--- src/rtl/qsd_pkg.sv ---
// shared types, constants and lookup tables of the slice decoder
`default_nettype none

package qsd_pkg;

    localparam int SLICE_LEN    = 20;
    localparam int CHANNELS_DEF = 2;
    localparam int IN_DATA_W    = 200;
    localparam int OUT_DATA_W   = 24;

    localparam logic FUNC_LOAD   = 1'b0;
    localparam logic FUNC_DECODE = 1'b1;

    typedef logic signed [15:0] t_s16;

    typedef struct packed {
        t_s16 [3:0] hist;
        t_s16 [3:0] wt;
    } t_chan_state;

    typedef enum logic [2:0] {
        ST_IDLE,
        ST_READ,
        ST_MUL,
        ST_ACC,
        ST_UPD,
        ST_OUT
    } t_state;

    function automatic logic [11:0] scale_lut(input logic [3:0] idx);
        logic [11:0] v;
        unique case (idx)
            4'd0:    v = 12'd1;
            4'd1:    v = 12'd7;
            4'd2:    v = 12'd21;
            4'd3:    v = 12'd45;
            4'd4:    v = 12'd84;
            4'd5:    v = 12'd138;
            4'd6:    v = 12'd211;
            4'd7:    v = 12'd304;
            4'd8:    v = 12'd421;
            4'd9:    v = 12'd562;
            4'd10:   v = 12'd731;
            4'd11:   v = 12'd928;
            4'd12:   v = 12'd1157;
            4'd13:   v = 12'd1419;
            4'd14:   v = 12'd1715;
            default: v = 12'd2048;
        endcase
        return v;
    endfunction

    // dequantization step times four
    function automatic logic signed [5:0] deq4_lut(input logic [2:0] code);
        logic signed [5:0] v;
        unique case (code)
            3'd0:    v = 6'sd3;
            3'd1:    v = -6'sd3;
            3'd2:    v = 6'sd10;
            3'd3:    v = -6'sd10;
            3'd4:    v = 6'sd18;
            3'd5:    v = -6'sd18;
            3'd6:    v = 6'sd28;
            default: v = -6'sd28;
        endcase
        return v;
    endfunction

endpackage

`default_nettype wire

--- src/rtl/qsd_mac.sv ---
// shared signed 16x16 multiplier with registered product
`default_nettype none

module qsd_mac
    import qsd_pkg::*;
(
    input  wire logic               i_clk,
    input  wire logic signed [15:0] i_a,
    input  wire logic signed [15:0] i_b,
    output logic signed [31:0]      o_prod
);

    logic signed [31:0] r_prod;

    always_ff @(posedge i_clk) begin
        r_prod <= i_a * i_b;
    end

    assign o_prod = r_prod;

endmodule

`default_nettype wire

--- src/rtl/qsd_store.sv ---
// per-channel predictor state memory with row valid bits
`default_nettype none

module qsd_store
    import qsd_pkg::*;
#(
    parameter int CHANNELS = CHANNELS_DEF,
    parameter int ROW_W    = (CHANNELS > 1) ? $clog2(CHANNELS) : 1
) (
    input  wire logic             i_clk,
    input  wire logic             i_rst_n,
    input  wire logic             i_wr_en,
    input  wire logic [ROW_W-1:0] i_wr_row,
    input  wire t_chan_state      i_wr_data,
    input  wire logic [ROW_W-1:0] i_rd_row,
    output t_chan_state           o_rd_data
);

    t_chan_state          r_mem [CHANNELS];
    logic [CHANNELS-1:0]  r_vld;
    t_chan_state          r_rd_data;

    always_ff @(posedge i_clk) begin
        if (!i_rst_n) begin
            r_vld <= '0;
        end else if (i_wr_en) begin
            r_vld[i_wr_row] <= 1'b1;
        end
    end

    always_ff @(posedge i_clk) begin
        if (i_wr_en) begin
            r_mem[i_wr_row] <= i_wr_data;
        end
        r_rd_data <= r_vld[i_rd_row] ? r_mem[i_rd_row] : '0;
    end

    assign o_rd_data = r_rd_data;

endmodule

`default_nettype wire

--- src/rtl/qoa_slice_lms_decoder.sv ---
// a decode slice reads the channel state, then for each sample runs five products
// on the shared multiplier, an accumulate step and a weight update, then offers the
// sample; the next sample starts only once it is accepted, and input is not ready
// until the slice ends; loads are written to channel state as they are accepted
// synchronous active low reset idles control; all channel state then reads as zero
`default_nettype none

module qoa_slice_lms_decoder
    import qsd_pkg::*;
#(
    parameter int CHANNELS = CHANNELS_DEF
) (
    input  wire logic                  i_clk,
    input  wire logic                  i_rst_n,
    input  wire logic                  s_axis_tvalid,
    output logic                       s_axis_tready,
    // slice_word, sample_count, hist_0..hist_3, wt_0..wt_3, zero pad
    input  wire logic [IN_DATA_W-1:0]  s_axis_tdata,
    // func, channel
    input  wire logic [1:0]            s_axis_tuser,
    output logic                       m_axis_tvalid,
    input  wire logic                  m_axis_tready,
    // sample, sample_index, zero pad
    output logic [OUT_DATA_W-1:0]      m_axis_tdata,
    // out_channel
    output logic                       m_axis_tuser,
    output logic                       m_axis_tlast
);

    localparam int ROW_W = (CHANNELS > 1) ? $clog2(CHANNELS) : 1;

    t_state             r_state, n_state;
    logic [2:0]         r_step, n_step;
    logic [4:0]         r_idx, n_idx;
    logic [4:0]         r_cnt, n_cnt;
    logic               r_ch, n_ch;
    logic [ROW_W-1:0]   r_row, n_row;
    logic [59:0]        r_codes, n_codes;
    logic [11:0]        r_sf, n_sf;
    t_chan_state        r_work, n_work;
    logic signed [33:0] r_acc, n_acc;
    t_s16               r_res, n_res;
    t_s16               r_out_sample, n_out_sample;
    logic [4:0]         r_out_idx, n_out_idx;
    logic               r_out_last, n_out_last;

    logic               out_acc, in_func, in_ch, ch_ok;
    logic [4:0]         in_cnt;
    logic [ROW_W-1:0]   in_row;
    t_chan_state        in_state, rd_data, wr_data;
    logic               wr_en;
    logic [ROW_W-1:0]   wr_row;
    logic signed [15:0] mul_a, mul_b;
    logic signed [31:0] prod;
    logic signed [5:0]  deq;
    logic [17:0]        mag, rnd;
    logic signed [21:0] psum;
    t_s16               smp, delta;
    logic               is_last;

    assign in_func = s_axis_tuser[0];
    assign in_ch   = s_axis_tuser[1];
    assign in_cnt  = s_axis_tdata[68:64];
    assign in_row  = ROW_W'(in_ch);
    assign ch_ok   = (32'(in_ch) < CHANNELS);
    assign out_acc = m_axis_tvalid && m_axis_tready;
    assign is_last = ((r_idx + 5'd1) == r_cnt);

    always_comb begin
        for (int k = 0; k < 4; k++) begin
            in_state.hist[k] = s_axis_tdata[69 + 16*k +: 16];
            in_state.wt[k]   = s_axis_tdata[133 + 16*k +: 16];
        end
    end

    qsd_store #(
        .CHANNELS (CHANNELS),
        .ROW_W    (ROW_W)
    ) u_store (
        .i_clk     (i_clk),
        .i_rst_n   (i_rst_n),
        .i_wr_en   (wr_en),
        .i_wr_row  (wr_row),
        .i_wr_data (wr_data),
        .i_rd_row  (in_row),
        .o_rd_data (rd_data)
    );

    qsd_mac u_mac (
        .i_clk  (i_clk),
        .i_a    (mul_a),
        .i_b    (mul_b),
        .o_prod (prod)
    );

    // operand select for the shared multiplier
    assign deq = deq4_lut(r_codes[59:57]);
    always_comb begin
        unique case (r_step)
            3'd0:    begin mul_a = $signed({4'b0, r_sf});   mul_b = 16'(deq);          end
            3'd1:    begin mul_a = r_work.hist[0];           mul_b = r_work.wt[0];      end
            3'd2:    begin mul_a = r_work.hist[1];           mul_b = r_work.wt[1];      end
            3'd3:    begin mul_a = r_work.hist[2];           mul_b = r_work.wt[2];      end
            default: begin mul_a = r_work.hist[3];           mul_b = r_work.wt[3];      end
        endcase
    end

    // residual rounding, half away from zero
    assign mag = prod[31] ? 18'(-prod) : 18'(prod);
    assign rnd = (mag + 18'd2) >> 2;

    assign psum  = 22'($signed(r_acc[33:13])) + 22'(r_res);
    assign delta = $signed({{4{r_res[15]}}, r_res[15:4]});
    always_comb begin
        if (psum > 22'sd32767) begin
            smp = 16'sh7fff;
        end else if (psum < -22'sd32768) begin
            smp = 16'sh8000;
        end else begin
            smp = psum[15:0];
        end
    end

    always_ff @(posedge i_clk) begin
        if (!i_rst_n) begin
            r_state <= ST_IDLE;
        end else begin
            r_state <= n_state;
        end
    end

    always_ff @(posedge i_clk) begin
        r_step       <= n_step;
        r_idx        <= n_idx;
        r_cnt        <= n_cnt;
        r_ch         <= n_ch;
        r_row        <= n_row;
        r_codes      <= n_codes;
        r_sf         <= n_sf;
        r_work       <= n_work;
        r_acc        <= n_acc;
        r_res        <= n_res;
        r_out_sample <= n_out_sample;
        r_out_idx    <= n_out_idx;
        r_out_last   <= n_out_last;
    end

    always_comb begin
        n_state      = r_state;
        n_step       = r_step;
        n_idx        = r_idx;
        n_cnt        = r_cnt;
        n_ch         = r_ch;
        n_row        = r_row;
        n_codes      = r_codes;
        n_sf         = r_sf;
        n_work       = r_work;
        n_acc        = r_acc;
        n_res        = r_res;
        n_out_sample = r_out_sample;
        n_out_idx    = r_out_idx;
        n_out_last   = r_out_last;
        s_axis_tready = 1'b0;
        m_axis_tvalid = 1'b0;
        wr_en   = 1'b0;
        wr_row  = r_row;
        wr_data = n_work;

        unique case (r_state)
            ST_IDLE: begin
                s_axis_tready = 1'b1;
                wr_row  = in_row;
                wr_data = in_state;
                if (s_axis_tvalid && ch_ok) begin
                    if (in_func == FUNC_LOAD) begin
                        wr_en = 1'b1;
                    end else begin
                        n_ch    = in_ch;
                        n_row   = in_row;
                        n_sf    = scale_lut(s_axis_tdata[63:60]);
                        n_codes = s_axis_tdata[59:0];
                        n_cnt   = (in_cnt > 5'(SLICE_LEN)) ? 5'(SLICE_LEN) : in_cnt;
                        n_idx   = '0;
                        n_state = ST_READ;
                    end
                end
            end
            ST_READ: begin
                n_work = rd_data;
                n_step = '0;
                n_acc  = '0;
                n_state = (r_cnt == 5'd0) ? ST_IDLE : ST_MUL;
            end
            ST_MUL: begin
                if (r_step == 3'd1) begin
                    n_res = prod[31] ? 16'(-$signed({1'b0, rnd})) : 16'(rnd);
                end else if (r_step != 3'd0) begin
                    n_acc = r_acc + 34'(prod);
                end
                n_step = r_step + 3'd1;
                if (r_step == 3'd4) begin
                    n_state = ST_ACC;
                end
            end
            ST_ACC: begin
                n_acc   = r_acc + 34'(prod);
                n_state = ST_UPD;
            end
            ST_UPD: begin
                for (int k = 0; k < 4; k++) begin
                    n_work.wt[k] = r_work.hist[k][15] ? r_work.wt[k] - delta
                                                      : r_work.wt[k] + delta;
                end
                for (int k = 0; k < 3; k++) begin
                    n_work.hist[k] = r_work.hist[k+1];
                end
                n_work.hist[3] = smp;
                n_out_sample = smp;
                n_out_idx    = r_idx;
                n_out_last   = is_last;
                n_codes      = {r_codes[56:0], 3'b000};
                n_idx        = r_idx + 5'd1;
                wr_en        = is_last;
                wr_data      = n_work;
                n_state      = ST_OUT;
            end
            ST_OUT: begin
                m_axis_tvalid = 1'b1;
                if (m_axis_tready) begin
                    n_step  = '0;
                    n_acc   = '0;
                    n_state = r_out_last ? ST_IDLE : ST_MUL;
                end
            end
            default: begin
                n_state = ST_IDLE;
            end
        endcase
    end

    assign m_axis_tdata = {3'b000, r_out_idx, r_out_sample};
    assign m_axis_tuser = r_ch;
    assign m_axis_tlast = r_out_last;

    a_one_side: assert property (@(posedge i_clk) disable iff (!i_rst_n)
        !(s_axis_tready && m_axis_tvalid))
        else $error("input ready while a sample is pending");

    a_step_range: assert property (@(posedge i_clk) disable iff (!i_rst_n)
        (r_state == ST_MUL) |-> (r_step <= 3'd4))
        else $error("multiply step out of range");

    a_idx_range: assert property (@(posedge i_clk) disable iff (!i_rst_n)
        m_axis_tvalid |-> (r_out_idx < r_cnt))
        else $error("sample index beyond slice count");

    a_last_idle: assert property (@(posedge i_clk) disable iff (!i_rst_n)
        (out_acc && m_axis_tlast) |=> s_axis_tready)
        else $error("decoder not idle after final sample");

    a_wr_when: assert property (@(posedge i_clk) disable iff (!i_rst_n)
        wr_en |-> ((r_state == ST_IDLE) || (r_state == ST_UPD && is_last)))
        else $error("state write outside load or slice end");

endmodule

`default_nettype wire

--- config.mk ---
export PLATFORM = sky130hd
export DESIGN_NAME = qoa_slice_lms_decoder
export DESIGN_NICKNAME = d
export VERILOG_FILES = /design/src/rtl/qsd_pkg.sv /design/src/rtl/qsd_mac.sv /design/src/rtl/qsd_store.sv /design/src/rtl/qoa_slice_lms_decoder.sv
export SDC_FILE = /design/constraint.sdc
export NUM_CORES = 2
export LEC_CHECK = 0
export BUFFER_PORTS_ARGS = -buffer_cell sky130_fd_sc_hd__buf_2
export CAP_MARGIN = 10
export CORE_MARGIN = 2
export CORE_UTILIZATION = 38
export CTS_BUF_LIST = sky130_fd_sc_hd__clkbuf_8
export DETAILED_ROUTE_END_ITERATION = 12
export GPL_TIMING_DRIVEN = 0
export PLACE_DENSITY_LB_ADDON = 0.3
export SLEW_MARGIN = 20
export SYNTH_ARGS = -nofsm -noshare
export SYNTH_HDL_FRONTEND = slang
export SYNTH_SLANG_ARGS = --single-unit
--- constraint.sdc ---
create_clock -name i_clk -period 17.43 [get_ports i_clk]
set_input_delay 0.8715 -clock i_clk [delete_from_list [all_inputs] [get_ports i_clk]]
set_output_delay 0.8715 -clock i_clk [all_outputs]
set_load 0.1 [all_outputs]
==> impl_metrics.ini <==
[outcome]
status = complete, no violations

[global_routing]
grt_usage_pct = 24.04
antenna_found_initial = 9
grt_max_degree = 29
gr-total-overflow = 0
grt_pass1_vias = 34880
grt_pass1_wl_um = 220300

[timing]
finalSetupViolations = 0
hold_viol = 0
layout_min_cycle_time_ns = 10.62
tightestPinTransition_ns = 1.273
slew_violations = 0
fin_crit_sh_pct = 60.95
setup_tns_ns = 0
finClkSkew_ns = 0.1025
slew_headroom_pct = 15.15
fmax_ghz = 0.09412
final.setup.worst_slack_ns = 6.806
rsz0062_at_grt = false

[cells_and_area]
area_delta_synth_final_pct = 14.04
final-seq-area_um2 = 19580
n_fill_cell = 11600
final_cell_mix = 737 x nand2_1, 542 x edfxtp_1, 444 x nor2_1
num-nets-final = 5595
final_common_cell = nand2_1
instances_no_fill = 6621
multi_input_area_um2 = 24200
drive_above_1_share_pct = 11.23
final_util_pct = 43.62

[drt]
final_antenna_net_count = 0
drc = 0
vias = 35490
drtPass1Iterations = 8
drtIter0Drc = 3103
viasPerCell = 5.361
wl_um = 149800
wire_per_inst_um = 22.62

[clocking]
clock-sinks = 707
clock_latency_ns = 0.85
htreeDepth = 3
cts_buffer_depth = 3
path_clk_slew_ns = 0.07
postCtsSetupBuffers = 0
cts_tree = done
clockRootBuffer = clkbuf_8
cts-resized-gates = 0
cts_hold_buffers = 0
numCtsBuffers = 117

[place]
dp_hpwl_um = 117900
dp_slack_ns = 6.906
place_congestion = 0.9479
dpl.cell_count = 6399
portBuffers = 226

[synthesis]
async_reset_ff_share_pct = 0
synth.distinct_cells = 80
seq_area_frac_synth_pct = 42.73
synth_warnings = 0
syn_area_um2 = 45820
synth_top_flop_cell = edfxtp_1
postSynthCellCount = 4507
synth_edf_count = 542
syn_area_per_cell_um2 = 10.17
ys_seq_elements = 707

[floorplanning]
dieArea_um2 = 123400
ios = 234
chipWidth_um = 351.3
rows = 127
die_y_um = 351.3
initial_core_util_pct = 38.24
core-area_um2 = 119800

[worst_setup_path]
endpoint_kind = flop
worstPathRequired_ns = 18.09
cp-start-kind = flop
crit_type = reg2reg
crit_path_max_fanout = 10
path_buf_inv = 8
slowest_stage = mux2i_1
crit_top_cell = fa_1
cpLargestDelayFamily = adder cells
max_stage_delay_ns = 0.93
arrival_ns = 11.29

[min_path]
hp-class = in2reg

[flow_run]
drv_cap = 0

[power]
power-per-cell-area_nw_per_um2 = 205.0
leakagePower_nw = 21.50
power_mw = 10.71
ir_drop_mv = 0.3693
## registers in the layout (all words and copies together) (netlist names), 12 cells and up
name / cells
u_mac.o_prod: 32
r_out_sample: 16
r_sf: 12
u_store.r_mem: 256
r_codes: 60
u_store.o_rd_data: 128
r_work: 128
r_res: 16
r_acc: 34
## report_power, final
part | switching [mW] | total [mW] | internal, mW
clock network | 0.739 | 1.56 | 0.822
logic | 4.15 | 6.98 | 2.83
registers | 0.0972 | 2.18 | 2.08
total | 4.99 | 10.7 | 5.73
## worst paths after layout
check	start	endpoint	depth (start not counted)	slack, ns
worst max-delay path	r_step[0]	u_mac.o_prod[31]	29	6.81
worst min-delay path	s_axis_tdata[46]	r_codes[46]	3	0.30
worst max register to register	r_step[0]	u_mac.o_prod[31]	29	6.81
worst min register to register	u_store.r_mem[0][119]	u_store.o_rd_data[119]	2	0.44
## logic make-up after synthesis
family | share of synthesized area [%]
and+or+nand+nor | 14.66
DFF | 42.73
AOI/OAI and AO/OA | 9.508
buffers and inverters | 4.705
adders and majority gates | 17.58
muxes | 6.794
xor gates and xnor gates | 4.017
other | 0.008184
## metal layers
| layer | vias up | routed length [um] | GRT usage [%] |
|---|---|---|---|
| met5 | - | 14 | 0 |
| met4 | 2 | 6001 | 8.922 |
| met3 | 302 | 12580 | 4.690 |
| met2 | 1452 | 69170 | 38.98 |
| met1 | 17470 | 62020 | 31.84 |
| li1 | 16270 | - | - |
## synthesized netlist by cell type, drive strengths merged (6+ instances only)
master	instances	share of area, %
nand2	737	6.0
edfxtp	542	36
nor2	446	3.7
inv	357	2.9
fa	268	12
mux2i	266	5.8
o21ai	235	2.6
ha	215	5.9
clkbuf	179	1.5
dfxtp	165	7.2
xnor2	150	2.9
a21oi	144	1.6
nor3	62	0.70
xor2	55	1.1
nand2b	53	0.74
a22oi	49	0.80
nor2b	41	0.56
nor3b	41	0.69
mux2	40	0.98
nand3	40	0.44
o211ai	38	0.62
a21o	32	0.52
o21a	32	0.52
buf	31	0.31
or2	23	0.31
o31ai	20	0.33
o21bai	19	0.31
and2	18	0.25
and3	18	0.25
or3	18	0.27
a211oi	17	0.28
a31oi	16	0.22
nand3b	13	0.21
a21boi	9	0.15
or4	9	0.16
nand4	8	0.11
nor4	7	0.096
o31a	7	0.13
a2111oi	6	0.11
a211o	6	0.11
a31o	6	0.11
o211a	6	0.13
o41ai	6	0.13
## tightest hold or removal path, stage by stage
cell	delay, ns
buf_2	0.07
nand2_1	0.04
nand2_1	0.05
## through the flow
stage / instance area [um^2] / hold slack, ns
2_1_floorplan: 45830 / 0.4400
3_3_place_gp: 48980 / 0.4470
3_5_place_dp: 49730 / 0.4594
4_1_cts: 52240 / 0.2425
5_1_grt: 52250 / 0.2573
6_report: 52260 / 0.3022
## final cells by class
| type | count | area share [%] |
|---|---|---|
| diodes | 6 | 0.02873 |
| plain buffers | 210 | 1.564 |
| clock buffers | 138 | 3.635 |
| clock inverters | 78 | 1.173 |
| inverters | 358 | 2.572 |
| multi-input cells | 3234 | 46.30 |
| flip-flops and latches | 707 | 37.47 |
| well taps | 1612 | 3.860 |
| repair buffers | 278 | 3.400 |
(Power assumes the default switching activity.)
